==> config.mk <==
export PLATFORM = sky130hd
export DESIGN_NAME = key_debounce_hid_report
export DESIGN_NICKNAME = d
export VERILOG_FILES = /design/src/rtl/kdh_pkg.sv /design/src/rtl/kdh_debounce.sv /design/src/rtl/key_debounce_hid_report.sv
export SDC_FILE = /design/constraint.sdc
export NUM_CORES = 1
export LEC_CHECK = 0
export BUFFER_PORTS_ARGS = -buffer_cell sky130_fd_sc_hd__buf_4
export CORE_ASPECT_RATIO = 0.8
export CORE_MARGIN = 8
export CORE_UTILIZATION = 30
export CTS_CLUSTER_SIZE = 30
export DETAILED_ROUTE_END_ITERATION = 10
export GPL_ROUTABILITY_DRIVEN = 1
export REMOVE_ABC_BUFFERS = 1
export SYNTH_ARGS = -nofsm -noshare
export SYNTH_HDL_FRONTEND = slang
export SYNTH_SLANG_ARGS = --single-unit
export TNS_END_PERCENT = 1
==> constraint.sdc <==
create_clock -name clk_i -period 2.6 [get_ports clk_i]
set_clock_uncertainty 0.05 [all_clocks]
set_input_delay 0.13 -clock clk_i [delete_from_list [all_inputs] [get_ports clk_i]]
set_output_delay 0.13 -clock clk_i [all_outputs]
set_load 0.01 [all_outputs]
==> src/rtl/kdh_pkg.sv <==
`timescale 1ns / 1ps
// ----------------------------------------------------------------------------
// kdh_pkg: shared constants for the key debouncer and report generator
// Key byte width, settle counter width, idle step and report key codes.
// ----------------------------------------------------------------------------
package kdh_pkg;

  // Width of the key port and of every key byte.
  localparam int unsigned KEY_W = 8;

  // Width of the settle counter and of the settle threshold.
  localparam int unsigned SETTLE_W = 4;

  // Width of the report key codes.
  localparam int unsigned CODE_W = 8;

  // Key codes that are reported for debounced bits 0, 1 and 2.
  localparam logic [CODE_W-1:0] KEY_CODE_BIT0 = 8'd64;
  localparam logic [CODE_W-1:0] KEY_CODE_BIT1 = 8'd66;
  localparam logic [CODE_W-1:0] KEY_CODE_BIT2 = 8'd73;
  localparam logic [CODE_W-1:0] KEY_CODE_NONE = 8'd0;

  // Amount the idle counter steps down on each timer tick.
  localparam logic [KEY_W-1:0] IDLE_STEP = 8'd5;

  // Debouncer state as seen by the report logic.
  typedef struct packed {
    logic [KEY_W-1:0] debounced_next;
  } kdh_deb_status_t;

endpackage

==> src/rtl/kdh_debounce.sv <==
`timescale 1ns / 1ps
// ----------------------------------------------------------------------------
// kdh_debounce: key port debouncer
// Inverts the active-low sample and accepts a new key byte once it has
// repeated on SETTLE_COUNT further polls.
// ----------------------------------------------------------------------------
module kdh_debounce import kdh_pkg::*; #(
  parameter int unsigned SETTLE_COUNT = 8
) (
  input  logic                 clk_i,
  input  logic                 rst_ni,
  input  logic                 step_i,
  input  logic [KEY_W-1:0]     port_sample_i,
  output kdh_deb_status_t      status_o
);

  localparam logic [SETTLE_W-1:0] SettleLimit = SETTLE_W'(SETTLE_COUNT);

  logic [KEY_W-1:0]    candidate_q, candidate_d;
  logic [SETTLE_W-1:0] settle_q, settle_d;
  logic [KEY_W-1:0]    debounced_q, debounced_d;
  logic [KEY_W-1:0]    sample_now;

  // Next debouncer state for the polled sample.
  always_comb begin
    sample_now  = ~port_sample_i;
    candidate_d = candidate_q;
    settle_d    = settle_q;
    debounced_d = debounced_q;
    if (sample_now != candidate_q) begin
      candidate_d = sample_now;
      settle_d    = '0;
    end else if (candidate_q != debounced_q) begin
      settle_d = settle_q + SETTLE_W'(1);
      if (settle_d == SettleLimit) begin
        debounced_d = candidate_q;
      end
    end
  end

  // State advances only when a poll is taken.
  always_ff @(posedge clk_i or negedge rst_ni) begin
    if (!rst_ni) begin
      candidate_q <= '0;
      settle_q    <= '0;
      debounced_q <= '0;
    end else if (step_i) begin
      candidate_q <= candidate_d;
      settle_q    <= settle_d;
      debounced_q <= debounced_d;
    end
  end

  assign status_o.debounced_next = debounced_d;

endmodule

==> src/rtl/key_debounce_hid_report.sv <==
`timescale 1ns / 1ps
// A result is registered in the cycle after its request is accepted.
// Throughput: one request per cycle; the single result register is refilled
// in the same cycle it is taken, so the rate is set only by the downstream.
// Reset: asynchronous, active low; all debounce, report and idle state and
// the idle rate clear to zero, and the result register is emptied.
// ----------------------------------------------------------------------------
// key_debounce_hid_report: debounced key port with HID idle-rate reports
// Debounces an 8-bit key port poll, runs the idle repeat counter and
// builds a three-slot key report whenever one is due.
// ----------------------------------------------------------------------------
module key_debounce_hid_report import kdh_pkg::*; #(
  parameter int unsigned SETTLE_COUNT = 8
) (
  input  logic              clk_i,
  input  logic              rst_ni,
  // Configuration write channel
  input  logic              cfg_valid_i,
  output logic              cfg_ready_o,
  input  logic [KEY_W-1:0]  idle_rate_i,
  // Poll request channel
  input  logic              in_valid_i,
  output logic              in_ready_o,
  input  logic [KEY_W-1:0]  port_sample_i,
  input  logic              timer_tick_i,
  input  logic              endpoint_ready_i,
  // Result channel
  output logic              out_valid_o,
  input  logic              out_ready_i,
  output logic              report_valid_o,
  output logic [CODE_W-1:0] key_slot_a_o,
  output logic [CODE_W-1:0] key_slot_b_o,
  output logic [CODE_W-1:0] key_slot_c_o,
  output logic [KEY_W-1:0]  stable_keys_o
);

  logic              in_accept;
  kdh_deb_status_t   deb_status;
  logic [KEY_W-1:0]  idle_rate_q;
  logic [KEY_W-1:0]  idle_count_q, idle_count_d;
  logic              pending_q, pending_d, pending_tick;
  logic [KEY_W-1:0]  reported_q, reported_d;
  logic [KEY_W-1:0]  deb_keys;
  logic              send;
  logic [CODE_W-1:0] slot_a, slot_b, slot_c;
  logic              out_valid_q;
  logic              report_q;
  logic [CODE_W-1:0] slot_a_q, slot_b_q, slot_c_q;
  logic [KEY_W-1:0]  stable_q;

  // A request is taken whenever the result register is empty or draining.
  assign in_ready_o  = !out_valid_q || out_ready_i;
  assign in_accept   = in_valid_i && in_ready_o;
  assign cfg_ready_o = 1'b1;

  kdh_debounce #(
    .SETTLE_COUNT (SETTLE_COUNT)
  ) u_debounce (
    .clk_i         (clk_i),
    .rst_ni        (rst_ni),
    .step_i        (in_accept),
    .port_sample_i (port_sample_i),
    .status_o      (deb_status)
  );

  assign deb_keys = deb_status.debounced_next;

  // Idle repeat counter: while the idle rate is nonzero, step down on a tick, or reload and ask for a report.
  always_comb begin
    idle_count_d = idle_count_q;
    pending_tick = pending_q;
    if (timer_tick_i && (idle_rate_q != '0)) begin
      if (idle_count_q >= IDLE_STEP) begin
        idle_count_d = idle_count_q - IDLE_STEP;
      end else begin
        idle_count_d = idle_rate_q;
        pending_tick = 1'b1;
      end
    end
  end

  // Report decision and packing of key codes for bits 0, 1 and 2.
  always_comb begin
    send       = endpoint_ready_i && ((deb_keys != reported_q) || pending_tick);
    reported_d = send ? deb_keys : reported_q;
    pending_d  = send ? 1'b0 : pending_tick;
    slot_a     = KEY_CODE_NONE;
    slot_b     = KEY_CODE_NONE;
    slot_c     = KEY_CODE_NONE;
    if (send) begin
      if (deb_keys[0]) begin
        slot_a = KEY_CODE_BIT0;
        if (deb_keys[1]) begin
          slot_b = KEY_CODE_BIT1;
          if (deb_keys[2]) begin
            slot_c = KEY_CODE_BIT2;
          end
        end else if (deb_keys[2]) begin
          slot_b = KEY_CODE_BIT2;
        end
      end else if (deb_keys[1]) begin
        slot_a = KEY_CODE_BIT1;
        if (deb_keys[2]) begin
          slot_b = KEY_CODE_BIT2;
        end
      end else if (deb_keys[2]) begin
        slot_a = KEY_CODE_BIT2;
      end
    end
  end

  // Configuration register; the idle counter keeps its value on a write.
  always_ff @(posedge clk_i or negedge rst_ni) begin
    if (!rst_ni) begin
      idle_rate_q <= '0;
    end else if (cfg_valid_i && cfg_ready_o) begin
      idle_rate_q <= idle_rate_i;
    end
  end

  // Report and idle state advance once per accepted request.
  always_ff @(posedge clk_i or negedge rst_ni) begin
    if (!rst_ni) begin
      idle_count_q <= '0;
      pending_q    <= 1'b0;
      reported_q   <= '0;
    end else if (in_accept) begin
      idle_count_q <= idle_count_d;
      pending_q    <= pending_d;
      reported_q   <= reported_d;
    end
  end

  // Result register valid flag.
  always_ff @(posedge clk_i or negedge rst_ni) begin
    if (!rst_ni) begin
      out_valid_q <= 1'b0;
    end else if (in_ready_o) begin
      out_valid_q <= in_valid_i;
    end
  end

  // Result payload.
  always_ff @(posedge clk_i) begin
    if (in_accept) begin
      report_q <= send;
      slot_a_q <= slot_a;
      slot_b_q <= slot_b;
      slot_c_q <= slot_c;
      stable_q <= deb_keys;
    end
  end

  assign out_valid_o    = out_valid_q;
  assign report_valid_o = report_q;
  assign key_slot_a_o   = slot_a_q;
  assign key_slot_b_o   = slot_b_q;
  assign key_slot_c_o   = slot_c_q;
  assign stable_keys_o  = stable_q;

endmodule
== Word level (Yosys, flattened, before mapping) ==
Cells that the tools add are included.
Operators by class
  muxes and demuxes: 14
  bitwise gates (word level): 2
  $lt $le $gt $ge: 1
  reduce and logical (&&, ||, !) cells: 14
  add/subtract/negate cells: 2
  equal/unequal tests: 4
Operator list (number)
  $mux 8: 6
  $ne 8x8->1: 3
  $mux 7: 3
  $reduce_and 2->1: 5
  $ge 8x3->1 const B: 1
  $mux 4: 2
  $not 8->8: 1
  $reduce_bool 8->1: 1
  $sub 8x3->8 const B: 1
  $add 4x1->4 const B: 1
  $eq 4x4->1 const B: 1
  $logic_and 1x1->1: 3
  $mux 1: 3
  $logic_or 1x1->1: 2
  $reduce_bool 2->1: 1
  $reduce_or 2->1: 1
  $logic_not 1->1: 1
  $not 1->1: 1
Storage, ports and cells
  logic and storage cells: 51
  input port bits: 23
  output and inout port bits: 36
  register bits after elaboration: 79

== Logic depth before layout (Yosys ltp) ==
Gate-level depths: netlist (run 1).
  depth after elaboration: 10
  depth in mapped cells: 8

== Modules after synthesis ==
A second synthesis (run 1) with hierarchy kept.
Second synthesis, totals
  cell total of the unflattened synthesis: 322
  area, all modules: 3480.8 um^2
By module, submodules not included
  key_debounce_hid_report: instances 1, area each 2376.0 um^2, cells each 226, sequential area each 1131.1 um^2
  kdh_debounce: instances 1, area each 1104.8 um^2, cells each 96, sequential area each 500.5 um^2

== Least setup slack after synthesis (run 1) ==
No wires, ideal clock.
  kind: register -> register
  start point: register u_debounce.candidate_q[3]
  end point: register slot_a_q[1] (netlist: key_slot_a_o[1]) (data pin)
  arrival: 1.839 ns
  setup time: 0.255 ns
  path slack: 0.456 ns
  required time: 2.295 ns
  cell stages (with the launch flop): 9
  cell sequence: dfrtp_1 > buf_2 > xnor2_1 > nand4_1 > o2111ai_1 > buf_6 > mux2i_4 > a31oi_4 > and3_1
Between the ends
  longest elaborated chain between the ends: 8
  elaborated cells between the ends (all ways): 11
  those cells by class: eq/ne: 3; mux: 4; bitwise: 1; reduce/logical: 3
RTL lines
  from (decl): line kdh_debounce.sv:19  | logic [KEY_W-1:0] candidate_q, candidate_d;
  from (signal assigned): line kdh_debounce.sv:48  | candidate_q <= candidate_d;
  $ne 8x8->1 / $mux 8 (equally long branches): line kdh_debounce.sv:33, kdh_debounce.sv:35
  $mux 8: line kdh_debounce.sv:33  | end else if (candidate_q != debounced_q) begin
  $mux 8 *: line kdh_debounce.sv:30  | if (sample_now != candidate_q) begin
  $ne 8x8->1 *: line key_debounce_hid_report.sv:84  | send = endpoint_ready_i && ((deb_keys != reported_q) || pending_tick);
  $logic_or 1x1->1 *: line key_debounce_hid_report.sv:84
  $logic_and 1x1->1 *: line key_debounce_hid_report.sv:84
  via send: line key_debounce_hid_report.sv:44  | logic send;
  $not 1->1 (no source line) *
  $reduce_or 2->1 (no source line) *
  to (signal assigned): line key_debounce_hid_report.sv:147  | slot_a_q <= slot_a;
  to (decl): line key_debounce_hid_report.sv:48  | logic [CODE_W-1:0] slot_a_q, slot_b_q, slot_c_q;
The timed path passes the listed nets; every way through them passes the cells marked *.
A chain may end at the register's enable or synchronous reset.

== Worst setup path after layout (run 1) ==
  start point: register u_debounce.candidate_q[3]
  end point: register slot_b_q[1] (netlist: key_slot_b_o[1]) (data pin)
Between the ends
  longest elaborated chain between the ends: 6
  elaborated cells between the ends (all ways): 11
  those cells by class: eq/ne: 3; mux: 6; reduce/logical: 2
RTL lines
  $ne 8x8->1 / $mux 8 (equally long branches): line kdh_debounce.sv:33, kdh_debounce.sv:35
  $mux 8: line kdh_debounce.sv:33
  $mux 8 *: line kdh_debounce.sv:30
  $ne 8x8->1 *: line key_debounce_hid_report.sv:84
  $logic_or 1x1->1 *: line key_debounce_hid_report.sv:84
  $logic_and 1x1->1 *: line key_debounce_hid_report.sv:84
  via send: line key_debounce_hid_report.sv:44
  to (signal assigned): line key_debounce_hid_report.sv:148  | slot_b_q <= slot_b;
  to (decl): line key_debounce_hid_report.sv:48
Marks and branches as above.

==> results of run 1 <==
area by class of cell:
cell class / count / area, sq um
Fill cell: 1089 / 6660
Sequential cell: 62 / 1630
Multi-Input combinational cell: 214 / 1450
Timing Repair Buffer: 68 / 556
Clock buffer: 11 / 233
Tap cell: 144 / 180
Inverter: 29 / 109
Clock inverter: 5 / 27.5
cell usage in the layout (no fill, tap or decap), types with 14 or more instances in the layout:
master / n
dfrtp_1: 46
inv_1: 29
dlygate4sd3_1: 18
xor2_1: 19
o21ai_0: 27
nand2_1: 36
buf_4: 50
nor2_1: 14
edfxtp_1: 16
conb_1: 14
flip-flops by register name, summed over array words and instances (netlist names):
register                cells
u_debounce.candidate_q      8
report_valid_o              1
out_valid_o                 1
pending_q                   1
u_debounce.debounced_q      8
stable_keys_o               8
key_slot_b_o                3
key_slot_c_o                1
reported_q                  8
idle_rate_q                 8
idle_count_q                8
u_debounce.settle_q         4
key_slot_a_o                3
kinds of logic (layout without fill, tap and decap cells):
group	Yosys count	after routing	share of synthesized area [%]
AOI/OAI and AO/OA	67	67	13.1
xor gates and xnor gates	31	31	8.12
adders and majority gates	3	3	1.12
buffers and inverters	60	113	9.24
DFF	62	62	48.8
muxes	19	19	7.34
other	2	14	0.225
and+or+nand+nor	80	80	12.0
timing repair:
action,CTS,global route
endpoints found under the hold margin,63,0
gates resized for setup,0,0
setup endpoints to repair,0,0
hold buffers,18,0
setup buffers,0,0
power breakdown:
part / internal, W / switching, W / total (W)
Sequential: 0.00115 / 0.000166 / 0.00131
Clock: 0.000637 / 0.000409 / 0.00105
Combinational: 0.000328 / 0.000377 / 0.000705
Total: 0.00211 / 0.000952 / 0.00306
worst max-delay path: stages, from the launching register on:
cell	delay, ps
dfrtp_1	460
xnor2_1	210
nand4_1	160
o2111ai_1	230
buf_4	280
mux2i_4	360
a31oi_4	160
and3_1	220
layer usage:
layer | vias to the layer above | track usage (%) | wire (microns)
li1 | 1199 | - | -
met1 | 1118 | 13.5 | 3530
met2 | 54 | 15.1 | 3090
met3 | 9 | 3.58 | 417
met4 | 0 | 4.48 | 122
met5 | - | 0 | 0
per-stage QoR:
step	utilization [%]	power [W]	cell area, sq um
after floorplan	-	0.00179	3190
after global placement	34.5	0.00199	3740
after detailed placement	34.5	0.00201	3740
after CTS	38.6	0.00311	4180
after global routing	38.6	0.00326	4180
final	38.6	0.00306	4180
worst paths after layout:
kind / start / endpoint / slack (ps) / cells after the start
min: cfg_valid_i / idle_rate_q[0] / 30 / 2
min reg2reg: u_debounce.settle_q[2] / u_debounce.settle_q[2] / 440 / 1
max reg2reg: u_debounce.candidate_q[3] / key_slot_b_o[1] / 210 / 7
max in group asynchronous: rst_ni / reported_q[5] / 1780 / 2
max: u_debounce.candidate_q[3] / key_slot_b_o[1] / 210 / 7
min in group asynchronous: rst_ni / u_debounce.settle_q[2] / 310 / 2
==> metrics.md, run 1 <==
| Metric | Value |
|---|---|
| Initial antenna violation count | 0 |
| Worst-path fanout max | 9 |
| Top-level I/O count | 59 |
| # setup viols final | 0 |
| Setup WS pre-CTS | 239 ps |
| Detailed Place HPWL | 5180 microns |
| Setup TNS Final | 0 ps |
| Gr ovfl total | 0 |
| Seq/Total Area, Yosys | 48.8% |
| Library cells used by synthesis | 44 |
| RePlAce Congestion | 0.779 |
| Placed Instances | 499 |
| CP required | 2630 ps |
| Number of global-route vias before repair | 2,509 |
| Minimum hold slack | 30.8 ps |
| RSZ-0062 raised after global routing | no |
| Synth area leaders | dfrtp_1, edfxtp_1, xor2_1, buf_4, nand2_1 |
| Power Dens Cells | 732 nW/um^2 |
| Layout cells sized above 1 | 21.6% |
| Initial DRC Count | 108 |
| Asr flop ratio synth | 74.2% |
| Post-synth EDFFs | 16 |
| TritonRoute pass-1 iters | 4 |
| Worst path arrival time | 2420 ps |
| Post-synthesis register bit count | 62 |
| Worst setup SP type | register |
| Synthesis-to-layout area growth | 25.1% |
| Tcrit/Tclk final | 92.1% |
| # diodes | 0 |
| Wire per inst | 13.4 microns |
| Worst Setup End Kind | register |
| Residual DRC | 0 |
| Status | finished, final reports clean |
| Fmax | 418 MHz |
| Pin count of the biggest net entering global routing | 47 |
| Share of the synthesized area in the top cell type | 34.4% |
| Clock transition at path regs | 50 ps |
| First-pass GRT wire length | 12,500 microns |
| Top-count cell post-synth | dfrtp_1 |
| Final ANT Viol Nets | 0 |
| Die Y | 110 microns |
| Slew @ Worst Pin | 738 ps |
| Via Count | 2,380 |
| Max-slew headroom | 50.4% |
| Nets | 410 |
| Tmin final | 2390 ps |
| Clock sinks | 62 |
| Initial Utilization | 30.8% |
| Root Buffer | clkbuf_16 |
| Crit Path Category | reg2reg |
| Die area | 14,800 sq um |
| GRT Total Usage | 10.3% |
| Commonest cells post-synth | dfrtp_1, nand2_1, inv_1 |
| CTS max path bufs | 2 |
| Warnings from Yosys | 0 |
| Worst-skew pair later-pin latency | 330 ps |
| Area leader, netlist | dfrtp_1 |
| CTS buffer count | 9 |
| LEAKAGE | 1.92 nW |
| Max cap viols | 0 |
| Avg Synthesized Cell Area | 10.3 sq um |
| Maximum vdd drop | 0.298 mV |
| Core Region | 10,800 sq um |
| Port Buf Inserts | 44 |
| Setup WS post-layout | 205 ps |
| Routed WL | 7160 microns |
| Final Hold Fails | 0 |
| Synthesized area | 3340 sq um |
| Die width | 134 microns |
| Most used DFF post-synth | dfrtp_1 |
| Slew Limit Fails | 0 |
| TritonCTS clock tree | built |
| Synth Instances | 324 |
| Via density per instance | 4.47 |
| Min-delay worst type | in2reg |
| H-tree depth | 3 |
| Placement row count | 34 |
| Final cell count without fillers | 533 |
Power figures use the tool's default switching activity.
==> run 2, diff against run 1 <==
--- a/config.mk
+++ b/config.mk
@@ -5,6 +5,7 @@
 export SDC_FILE = /design/constraint.sdc
 export NUM_CORES = 1
 export LEC_CHECK = 0
+export ABC_AREA = 1
 export BUFFER_PORTS_ARGS = -buffer_cell sky130_fd_sc_hd__buf_4
 export CORE_ASPECT_RATIO = 0.8
 export CORE_MARGIN = 8
==> metrics.md, run 2 <==
| Metric | Value |
|---|---|
| CP Depth | 14 |
| Worst setup SP type | register |
| # diodes | 0 |
| Worst-path cell chain | ha_1 > nand2_1 > inv_2 > nand3_4 > o21ai_1 > nand2_1 > nand2_4 > nand2_1 > nand2_1 > nand2_1 > nor2_2 > nand2_4 > nand2_8 > nor3_2 |
| Min-delay worst type | in2reg |
| Filler Cell Count | 1,188 |
| Reg area | 1630 sq um |
| Wire per inst | 12.3 microns |
| Synth Instances | 459 |
| First-pass GRT wire length | 14,300 microns |
| Library cells used by synthesis | 37 |
| Routed WL | 8190 microns |
| Worst Setup End Kind | register |
| TritonCTS clock tree | built |
| Power Dens Cells | 891 nW/um^2 |
| Seq/Total Area, Yosys | 45.7% |
| Port Buf Inserts | 44 |
| Commonest cells post-synth | nand2_1, inv_1, dfrtp_1 |
| Via Count | 2,958 |
| Commonest non-fill, non-tap cells in the layout | nand2_1, inv_1, buf_4, dfrtp_1, o21ai_0 |
| Clock transition at path regs | 50 ps |
| Multi-input combinational cell area | 1560 sq um |
| Area leader, netlist | dfrtp_1 |
| TritonRoute pass-1 iters | 5 |
| Avg Synthesized Cell Area | 7.78 sq um |
| Pin count of the biggest net entering global routing | 47 |
| Initial Utilization | 30.9% |
| Fmax | 426 MHz |
| CTS buffer count | 9 |
| Critical path buffer and inverter count | 1 |
| Top-count cell post-synth | nand2_1 |
| Fin util | 38.0% |
| Detailed Place HPWL | 6030 microns |
| Initial antenna violation count | 0 |
| Tmin final | 2350 ps |
| Asr flop ratio synth | 74.2% |
| Slew @ Worst Pin | 608 ps |
| Worst r2r src | u_debounce.settle_q[1] |
| RSZ-0062 raised after global routing | no |
| Layout cells sized above 1 | 18.0% |
| Tcrit/Tclk final | 90.2% |
| Via density per instance | 4.44 |
| Gr ovfl total | 0 |
| Final ANT Viol Nets | 0 |
| Setup TNS Final | 0 ps |
| Placement row count | 35 |
| Synth area leaders | dfrtp_1, nand2_1, edfxtp_1, inv_1, o21ai_0 |
| Post-CTS Setup Repair Bufs | 0 |
| Worst path arrival time | 2370 ps |
| R2R Path End | key_slot_b_o[3] |
| Die Y | 114 microns |
| R2R cell count | 14 |
| Commonest non-fill, non-tap cell in the layout | nand2_1 |
| GRT Total Usage | 11.0% |
| Worst-skew pair later-pin latency | 330 ps |
| Setup crit end | key_slot_b_o[3] |
| CTS max path bufs | 2 |
| Placed Instances | 640 |
| Status | finished, final reports clean |
| Synth Area in Compound Gates | 9.74% |
| Most used DFF post-synth | dfrtp_1 |
| Worst Setup SP | u_debounce.settle_q[1] |
| Xor/xnor share of the synthesized area | 1.23% |
| Initial DRC Count | 189 |
| CP required | 2630 ps |
| Root Buffer | clkbuf_16 |
| Nets | 539 |
| Synthesized area | 3570 sq um |
| # setup viols final | 0 |
| Warnings from Yosys | 0 |
| Top-level I/O count | 59 |
| Crit-path most repeated cell | nand2_1 |
| Residual DRC | 0 |
| Die width | 138 microns |
| Number of global-route vias before repair | 3,053 |
| Final Hold Fails | 0 |
| Slowest CP cell | dfrtp_1 |
| Simple-gate share of the synthesized area | 29.7% |
| Peak per-stage delay on the critical path | 450 ps |
| Clock sinks | 62 |
| Post-synthesis register bit count | 62 |
| H-tree depth | 3 |
| CP delay by family, top | simple AND/OR/NAND/NOR gates |
| Max cap viols | 0 |
| Worst-path fanout max | 13 |
| Core Region | 11,600 sq um |
| Final cell count without fillers | 666 |
| Synthesis-to-layout area growth | 23.0% |
| Maximum vdd drop | 0.361 mV |
| Main combinational cell family by area after synthesis | simple AND/OR/NAND/NOR gates |
| Die area | 15,700 sq um |
| Crit Path Category | reg2reg |
| Slew Limit Fails | 0 |
| Max-slew headroom | 59.4% |
| Share of the synthesized area in the top cell type | 32.2% |
| Adder-Cell Fraction of Synth Area | 1.05% |
| Post-synth EDFFs | 16 |
| Mux cell area share after synthesis | 0% |
| R2r setup slk | 250 ps |
| RePlAce Congestion | 0.790 |
| LEAKAGE | 2.27 nW |
-- run 2: cell count changes in the layout (fill, tap and decap cells not counted), moves of 7 or more --
| cell | change |
|---|---|
| dlygate4sd3_1 | -8 |
| inv_1 | +34 |
| mux2_2 | -8 |
| nand2_1 | +111 |
| nand2_2 | +7 |
| nand3_1 | +9 |
| nand4_1 | +8 |
| nor2_1 | +15 |
| o21ai_0 | +7 |
| o221ai_1 | -7 |
| xnor2_1 | -12 |
| xor2_1 | -14 |
-- run 2: worst min path at each step --
stage / cells after the start / startpoint / to
floorplan: 0 / rst_ni / idle_count_q[0]
global placement: 1 / rst_ni / idle_rate_q[0]
detailed placement: 1 / rst_ni / idle_rate_q[2]
CTS: 4 / port_sample_i[3] / u_debounce.candidate_q[3]
global route: 4 / port_sample_i[3] / u_debounce.candidate_q[3]
finish: 4 / port_sample_i[3] / u_debounce.candidate_q[3]
-- run 2: worst min-delay path, stage by stage --
cell	delay [ps]
buf_4	80
inv_1	40
nand2_1	50
o21ai_0	70
-- run 2: cells by family (layout without fill, tap and decap cells) --
logic type                 after synthesis  after routing
other                                    2             14
buffers and inverters                   95            142
xor gates and xnor gates                 5              5
and+or+nand+nor                        231            231
adders and majority gates                3              3
DFF                                     62             62
AOI/OAI and AO/OA                       61             61
-- run 2: stage by stage --
stage	setup WS [ps]	area, sq um	total power (W)	hold WS (ps)
2_1_floorplan	214	3430	0.00230	-216
3_3_place_gp	117	3970	0.00263	135
3_5_place_dp	91.3	3970	0.00266	135
4_1_cts	78.9	4380	0.00394	29.6
5_1_grt	14.9	4390	0.00423	66.0
6_report	254	4390	0.00391	39.4
-- run 2: layout make-up --
class / count / share of cell area [%]
inverter: 69 / 5.90
clock buffer: 11 / 5.30
sequential: 62 / 37.2
multi-input combinational: 314 / 35.4
clock inverter: 5 / 1.68
timing repair buffer: 57 / 10.3
tap: 148 / 4.22
-- run 2: per-layer routing --
metal / track usage (%) / wire length [microns] / share of wire [%] / vias up
met5: 0 / 0 / 0 / -
met4: 2.17 / 59 / 0.72 / 0
met3: 4.82 / 432 / 5.3 / 4
met2: 17.5 / 3620 / 44 / 43
met1: 13.6 / 4080 / 50 / 1373
li1: - / - / - / 1538
-- run 2: power by group --
group,total [W],switching (W),internal [W]
combinational,0.00125,0.000786,0.000467
sequential,0.00141,0.000162,0.00125
clock,0.00125,0.000416,0.000832
-- run 2: repair_timing --
item	4_1_cts	5_1_grt
hold endpoints to repair	55	0
hold buffers	10	0
setup endpoints to repair	0	19
resized for setup	0	4
